**src/tts_pkg.sv**
```systemverilog
// Shared types and codes for the timer task table.
package tts_pkg;

    localparam int SLOTS_DEF = 16;

    localparam logic [1:0] KIND_ADD     = 2'd0;
    localparam logic [1:0] KIND_EXPIRED = 2'd1;
    localparam logic [1:0] KIND_EMPTY   = 2'd2;

    localparam logic CMD_ADD  = 1'b0;
    localparam logic CMD_TICK = 1'b1;

    typedef struct packed {
        logic        cmd;
        logic [31:0] now_ms;
        logic [31:0] period_ms;
        logic [7:0]  task_tag;
        logic        repeat_req;
    } t_in_item;

    typedef struct packed {
        logic [1:0] kind;
        logic       accepted;
        logic [3:0] slot;
        logic [7:0] task_tag_res;
        logic       last;
    } t_out_item;

endpackage

```
**src/tts_slot_mem.sv**
```systemverilog
// Slot storage: start time, interval, tag and repeat flag, one read port, one write port.
module tts_slot_mem #(
    parameter int SLOTS = 16,
    parameter int IW    = 4
) (
    input  logic          i_clk,
    input  logic [IW-1:0] i_rd_addr,
    input  logic [IW-1:0] i_wr_addr,
    input  logic          i_we_start,
    input  logic          i_we_cfg,
    input  logic [31:0]   i_wr_start,
    input  logic [31:0]   i_wr_interval,
    input  logic [7:0]    i_wr_tag,
    input  logic          i_wr_rep,
    output logic [31:0]   o_rd_start,
    output logic [31:0]   o_rd_interval,
    output logic [7:0]    o_rd_tag,
    output logic          o_rd_rep
);
    logic [31:0] r_start_mem [SLOTS];
    logic [31:0] r_intv_mem  [SLOTS];
    logic [7:0]  r_tag_mem   [SLOTS];
    logic        r_rep_mem   [SLOTS];

    always_ff @(posedge i_clk) begin
        if (i_we_start) begin
            r_start_mem[i_wr_addr] <= i_wr_start;
        end
        if (i_we_cfg) begin
            r_intv_mem[i_wr_addr] <= i_wr_interval;
            r_tag_mem[i_wr_addr]  <= i_wr_tag;
            r_rep_mem[i_wr_addr]  <= i_wr_rep;
        end
    end

    always_ff @(posedge i_clk) begin
        o_rd_start    <= r_start_mem[i_rd_addr];
        o_rd_interval <= r_intv_mem[i_rd_addr];
        o_rd_tag      <= r_tag_mem[i_rd_addr];
        o_rd_rep      <= r_rep_mem[i_rd_addr];
    end
endmodule

```
**src/tts_cmp.sv**
```systemverilog
// Expiry compare: elapsed time modulo 2^32 against the slot interval.
module tts_cmp (
    input  logic [31:0] i_now,
    input  logic [31:0] i_start,
    input  logic [31:0] i_interval,
    output logic        o_expired
);
    logic [31:0] elapsed;

    assign elapsed   = i_now - i_start;
    assign o_expired = (elapsed >= i_interval);
endmodule

```
**src/timer_task_table.sv**
```systemverilog
// Timer task table: slot sequencer, used bits and output register.
//
// Input channel (i_in_valid / o_in_stall / i_in_item): an add item takes the
// lowest free slot and answers with one kind 0 result; a tick item scans all
// slots and gives one kind 1 result per expired slot, or one kind 2 result
// when nothing expired. The final result of every item has last set.
// One item is worked on at a time; o_in_stall is high until its final result
// sits in the output register.
// The slot scan steps through one slot per cycle while the output register can
// take a result; a tick reads each slot through the single read port of the
// slot memory and the one subtract-compare unit.
// Output channel (o_out_valid / i_out_stall / o_out_item): results wait in a
// one-entry output register; while a result waits there and the receiver
// stalls, the scan pauses and no slot is updated.
// Reset clears every used bit, the sequencer and the output valid flag at once;
// the table is ready in the first cycle after reset.
module timer_task_table #(
    parameter int SLOTS = tts_pkg::SLOTS_DEF
) (
    input  logic               i_clk,
    input  logic               i_rst_n,
    input  logic               i_in_valid,
    output logic               o_in_stall,
    input  tts_pkg::t_in_item  i_in_item,
    output logic               o_out_valid,
    input  logic               i_out_stall,
    output tts_pkg::t_out_item o_out_item
);
    import tts_pkg::*;

    localparam int IW = (SLOTS > 1) ? $clog2(SLOTS) : 1;

    localparam logic [1:0] ST_IDLE = 2'd0;
    localparam logic [1:0] ST_ADD  = 2'd1;
    localparam logic [1:0] ST_TICK = 2'd2;
    localparam logic [1:0] ST_DONE = 2'd3;

    logic [1:0]       r_state, n_state;
    logic [IW-1:0]    r_idx, n_idx;
    t_in_item         r_item, n_item;
    logic [SLOTS-1:0] r_used, n_used;
    logic             r_pend_v, n_pend_v;
    t_out_item        r_pend, n_pend;
    logic             r_out_v, n_out_v;
    t_out_item        r_out, n_out;

    logic          out_free;
    logic          load_out;
    logic          last_idx;
    logic          hit;
    logic          expired;
    logic [IW-1:0] rd_addr;
    logic          we_start;
    logic          we_cfg;
    logic [31:0]   rd_start;
    logic [31:0]   rd_interval;
    logic [7:0]    rd_tag;
    logic          rd_rep;

    tts_slot_mem #(
        .SLOTS (SLOTS),
        .IW    (IW)
    ) u_mem (
        .i_clk         (i_clk),
        .i_rd_addr     (rd_addr),
        .i_wr_addr     (r_idx),
        .i_we_start    (we_start),
        .i_we_cfg      (we_cfg),
        .i_wr_start    (r_item.now_ms),
        .i_wr_interval (r_item.period_ms),
        .i_wr_tag      (r_item.task_tag),
        .i_wr_rep      (r_item.repeat_req),
        .o_rd_start    (rd_start),
        .o_rd_interval (rd_interval),
        .o_rd_tag      (rd_tag),
        .o_rd_rep      (rd_rep)
    );

    tts_cmp u_cmp (
        .i_now      (r_item.now_ms),
        .i_start    (rd_start),
        .i_interval (rd_interval),
        .o_expired  (expired)
    );

    assign out_free = !r_out_v || !i_out_stall;
    assign last_idx = (r_idx == IW'(SLOTS - 1));
    assign hit      = r_used[r_idx] && expired;

    always_comb begin
        n_state  = r_state;
        n_idx    = r_idx;
        n_item   = r_item;
        n_used   = r_used;
        n_pend_v = r_pend_v;
        n_pend   = r_pend;
        n_out    = r_out;
        load_out = 1'b0;
        we_start = 1'b0;
        we_cfg   = 1'b0;
        rd_addr  = r_idx;

        unique case (r_state)
            ST_IDLE: begin
                rd_addr = '0;
                if (i_in_valid) begin
                    n_item   = i_in_item;
                    n_idx    = '0;
                    n_pend_v = 1'b0;
                    n_state  = (i_in_item.cmd == CMD_TICK) ? ST_TICK : ST_ADD;
                end
            end
            ST_ADD: begin
                if (out_free) begin
                    if (!r_used[r_idx]) begin
                        we_start      = 1'b1;
                        we_cfg        = 1'b1;
                        n_used[r_idx] = 1'b1;
                        load_out      = 1'b1;
                        n_out         = '{kind: KIND_ADD, accepted: 1'b1, slot: 4'(r_idx),
                                          task_tag_res: r_item.task_tag, last: 1'b1};
                        n_state       = ST_IDLE;
                    end else if (last_idx) begin
                        load_out = 1'b1;
                        n_out    = '{kind: KIND_ADD, accepted: 1'b0, slot: 4'd0,
                                     task_tag_res: r_item.task_tag, last: 1'b1};
                        n_state  = ST_IDLE;
                    end else begin
                        n_idx = r_idx + IW'(1);
                    end
                end
            end
            ST_TICK: begin
                if (out_free) begin
                    if (hit) begin
                        if (r_pend_v) begin
                            load_out = 1'b1;
                            n_out    = r_pend;
                        end
                        n_pend_v = 1'b1;
                        n_pend   = '{kind: KIND_EXPIRED, accepted: 1'b0, slot: 4'(r_idx),
                                     task_tag_res: rd_tag, last: 1'b0};
                        if (rd_rep) begin
                            we_start = 1'b1;
                        end else begin
                            n_used[r_idx] = 1'b0;
                        end
                    end
                    if (last_idx) begin
                        n_state = ST_DONE;
                    end else begin
                        n_idx   = r_idx + IW'(1);
                        rd_addr = r_idx + IW'(1);
                    end
                end
            end
            ST_DONE: begin
                if (out_free) begin
                    load_out = 1'b1;
                    if (r_pend_v) begin
                        n_out      = r_pend;
                        n_out.last = 1'b1;
                    end else begin
                        n_out = '{kind: KIND_EMPTY, accepted: 1'b0, slot: 4'd0,
                                  task_tag_res: 8'd0, last: 1'b1};
                    end
                    n_pend_v = 1'b0;
                    n_state  = ST_IDLE;
                end
            end
            default: begin
                n_state = ST_IDLE;
            end
        endcase

        if (load_out) begin
            n_out_v = 1'b1;
        end else if (!i_out_stall) begin
            n_out_v = 1'b0;
        end else begin
            n_out_v = r_out_v;
        end
    end

    always_ff @(posedge i_clk) begin
        if (!i_rst_n) begin
            r_state  <= ST_IDLE;
            r_used   <= '0;
            r_pend_v <= 1'b0;
            r_out_v  <= 1'b0;
        end else begin
            r_state  <= n_state;
            r_used   <= n_used;
            r_pend_v <= n_pend_v;
            r_out_v  <= n_out_v;
        end
    end

    always_ff @(posedge i_clk) begin
        r_idx  <= n_idx;
        r_item <= n_item;
        r_pend <= n_pend;
        r_out  <= n_out;
    end

    assign o_in_stall  = (r_state != ST_IDLE);
    assign o_out_valid = r_out_v;
    assign o_out_item  = r_out;
endmodule

```
**config.mk**
```make
export PLATFORM = sky130hd
export DESIGN_NAME = timer_task_table
export DESIGN_NICKNAME = d
export VERILOG_FILES = /design/src/tts_pkg.sv /design/src/tts_slot_mem.sv /design/src/tts_cmp.sv /design/src/timer_task_table.sv
export SDC_FILE = /design/constraint.sdc
export NUM_CORES = 2
export LEC_CHECK = 0
export BUFFER_PORTS_ARGS = -buffer_cell sky130_fd_sc_hd__buf_4
export CAP_MARGIN = 30
export CELL_PAD_IN_SITES_DETAIL_PLACEMENT = 0
export CELL_PAD_IN_SITES_GLOBAL_PLACEMENT = 1
export CORE_ASPECT_RATIO = 0.75
export CORE_MARGIN = 3
export CORE_UTILIZATION = 52
export DETAILED_ROUTE_END_ITERATION = 6
export PLACE_DENSITY = 0.77
export SYNTH_ARGS = -nofsm -noshare
export SYNTH_HDL_FRONTEND = slang
export SYNTH_SLANG_ARGS = --single-unit
export TNS_END_PERCENT = 20
```
**constraint.sdc**
```tcl
create_clock -name i_clk -period 7 [get_ports i_clk]
set_input_delay 0.7 -clock i_clk [delete_from_list [all_inputs] [get_ports i_clk]]
set_output_delay 0.7 -clock i_clk [all_outputs]
set_load 0.02 [all_outputs]
```
==> impl_results.md <==
- Placement-stage worst setup slack: between 0.6 and 0.7 ns
- Area of the multi-input gates: 12820 um2
- CP Data Required Time: 7.41 ns
- Crit end category: flop
- Average wire length per cell after detail routing: around 24 um
- Category of the critical setup timing path: flop to flop
- Fillers: 7903
- Via/cell ratio: 5.852
- Family with the most delay on the worst path: compound AO/OA/AOI/OAI gates
- Fraction of final layout cells with drive strength greater than 1: 0.1028
- Flops & latches, synth: 1366
- DIE HEIGHT: 284.6 um
- Mapped Cells: between 4000 and 5000
- Main flop type after synthesis: edfxtp_1
- Starting utilization of the core area: 0.5282
- RSZ-0062 raised after global routing: false
- Sequential cell area: 40090 um2
- Peak clock frequency supported by timing: 0.1554 GHz
- HP Class: input pin to flop
- Floorplan Core Area: ~100000 um2
- Total Nets Final: ~4500
- Origin of the critical flop-to-flop path: r_item[41]
- Worst r2r dst: u_mem.r_start_mem[4][10]
- WP data arrival: 6.85 ns
- Post-route clock period utilization: 0.9190
- Number of DRC violations after detailed routing: 0
- Most common library cell in the layout ignoring fill and taps: edfxtp_1
- Sequential share of the synthesized area: 0.7452
- Share of synthesized registers carrying an async set or reset: 0
- 1st-iter DRT viols: 4075
- Deepest level of the CTS H-tree: 4
- Number of antenna violations at the first check in global routing: 0
- Standard cell with the maximum stage delay on the critical path: a311oi_1
- Core Util, Final: 0.5996
- Pin count of the biggest net entering global routing: 99
- Post-Route Skew: 0.03208 ns
- Area after DPL: 56640 um2
- Worst Reg2Reg Path Length in Cells: 22
- Nets in the synthesized netlist: between 4000 and 5000
- Clock transition at the registers of the reported paths: about 0.060 ns
- Launching instance or port of the critical path: r_item[41]
- Result of the run: finished, final reports clean
- Final weighted congestion in routability-driven placement: about 0.82
- Maximum fanout encountered on the critical timing path: 18
- Finished Cell Area: around 60000 um2
- Final hold viol count: 0
- Worst Hold Launch: i_in_item[22]
- Setup crit start kind: flop
- Port Buffers: 95
- Total vias in the final route: about 34000
- Total gr overflow: 0
- Final setup fails: 0
- WHS Endpoint: r_item[22]
- Final critical delay including setup and external delays: 6.433 ns
- Slew of the pin with the lowest slew margin: roughly 1.0 ns
- Number of CTS-inserted buffers: 132
- Clk sink count: approximately 1400
- Mean Syn Cell Area: ~13 um2
- Final Non-Filler Cells: 5764
- Cell area after synthesis: 53800 um2
- Number of placed cells counting well taps: 5520
- Distinct cell type count of the synthesized netlist: 69
- Total of max-cap violations: 0
- Flop-to-flop setup slack: 0.57 ns
- Worst setup margin: 0.5668 ns
- Total power of the final layout: 27.32 mW
- VDD IR-drop max: roughly 0.00043 V
- Total routed wirelength: between 100 and 150 mm
- Area growth from synthesis to layout: 13.52%
- Count of warnings emitted by yosys: 0
- Cells along the critical path: inv_1, ha_1, inv_1, fa_1, a21o_1, a21oi_1, o211ai_1, a311oi_1, o31a_1, o31ai_1, a21oi_1, o211ai_1, ha_1, nand4_1, or2_1, nor2_1, nand3_1, o21a_1, a2bb2oi_4, buf_4, nor2_4, buf_4
- Iteration count of the initial detailed-routing pass: 5
- Final Max Tran Viols: 0
- Static Leakage: ~22 nW
- Die outline width: 377.4 um
- Global-route wire length before repair: around 210 mm
- Post-route antenna net violation count: 0
- Hold path depth: 1
- Placed wire-length estimate: 77.66 mm
- Total Neg Setup Slack: 0 ns
- Commonest cells after routing, fill and taps aside: edfxtp_1, nand2_1, nand3_1
- Hold buffer count at CTS: 0
- Clock insertion delay at the later pin of the skew report: 0.76 ns
- Number of enable flip-flop cells after synthesis: ~1300
- Maximum count of clock buffers along a single path: 3
- CTS tree: built
- Cell row count: 101
- Overall routing resource usage: 0.2624
- Hold WS: 0.1099 ns
- Clock root buffer: clkbuf_16
- Max transition margin: 0.3124
- Via count of the first global-routing pass: 31590
- Maximum single-stage delay on the critical path: ~0.60 ns
- PD cells: 447.4 nW/um2
- Post CTS Setup Buffer Count: 0
- Buf/Inv on CP: 4
- Ports: 96
- Cts repair resizes: 0
- Total die area: 107400 um2
==> where the power goes <==
part	switching (mW)	internal [mW]
combinational	6.70	2.89
clock	3.02	4.23
sequential	0.522	9.95
==> worst max path at each step <==
stage	endpoint	slack (ns)	depth (start not counted)
4_1_cts	u_mem.r_start_mem[4][10]	0.61	22
6_report	u_mem.r_start_mem[4][10]	0.57	22
3_3_place_gp	u_mem.r_start_mem[11][0]	0.67	21
5_1_grt	u_mem.r_start_mem[4][8]	0.10	22
2_1_floorplan	u_mem.r_start_mem[10][0]	0.96	21
3_5_place_dp	u_mem.r_start_mem[4][5]	0.64	22
==> routing by layer <==
layer	GRT usage	part of all wire
met3	0.06149	0.10
met5	0	0
met2	0.3772	0.43
met4	0.08594	0.027
met1	0.3958	0.44
==> cells in the mapped netlist (3+ instances only) <==
cell | count | share of area
edfxtp_1 | 1273 | 0.71
nand2_1 | 1215 | 0.085
nand3_1 | 745 | 0.069
clkbuf_1 | 175 | 0.012
dfxtp_1 | 93 | 0.035
nand4_1 | 83 | 0.0097
inv_1 | 79 | 0.0055
a31oi_1 | 78 | 0.0091
ha_1 | 73 | 0.017
nor2_1 | 63 | 0.0044
a21oi_1 | 43 | 0.0040
buf_2 | 34 | 0.0032
a21o_1 | 30 | 0.0042
o21ai_1 | 24 | 0.0022
buf_1 | 21 | 0.0015
xnor2_1 | 21 | 0.0034
o311ai_1 | 16 | 0.0026
a22o_1 | 12 | 0.0020
nand2b_1 | 9 | 0.0010
o21ai_0 | 9 | 0.00084
a211oi_1 | 8 | 0.0011
and3_1 | 8 | 0.00093
nor2b_1 | 7 | 0.00081
o21bai_1 | 7 | 0.00098
xor2_1 | 7 | 0.0011
nor3_2 | 6 | 0.0011
and2_1 | 5 | 0.00058
mux4_2 | 4 | 0.0017
mux2i_1 | 3 | 0.00056
nand3b_1 | 3 | 0.00042
o211ai_1 | 3 | 0.00042
o21a_1 | 3 | 0.00042
==> cell families after synthesis <==
kind of cell             count (synthesis)  share of synthesized area
adder cells (fa/ha/maj)                 74                    0.01735
AND/OR/NAND/NOR                       2160                     0.1756
multiplexers                             9                   0.002931
XOR/XNOR                                28                   0.004559
flip-flops                            1366                     0.7452
buffers and inverters                  313                    0.02291
AO/OA/AOI/OAI                          255                    0.03147
==> registers in the layout, indices dropped and copies added, names as in the netlist, 12 cells and up, named ones only <==
signal and flops:
o_out_item 16, u_mem.r_intv_mem 512, u_mem.r_start_mem 512, r_item 73, r_pend 12, u_mem.o_rd_interval 32, u_mem.r_tag_mem 128, u_mem.r_rep_mem 16
u_mem.o_rd_start 32
==> final cells by class <==
type,count,share of cell area
flip-flops and latches,1366,0.6564
multi-input cells,2526,0.2099
clock buffers,178,0.06017
repair buffers,209,0.02881
well taps,1339,0.02743
clock inverters,65,0.01235
inverters,80,0.004917
diodes,1,0.00004098
No activity file was read; power rests on OpenSTA's default activity.
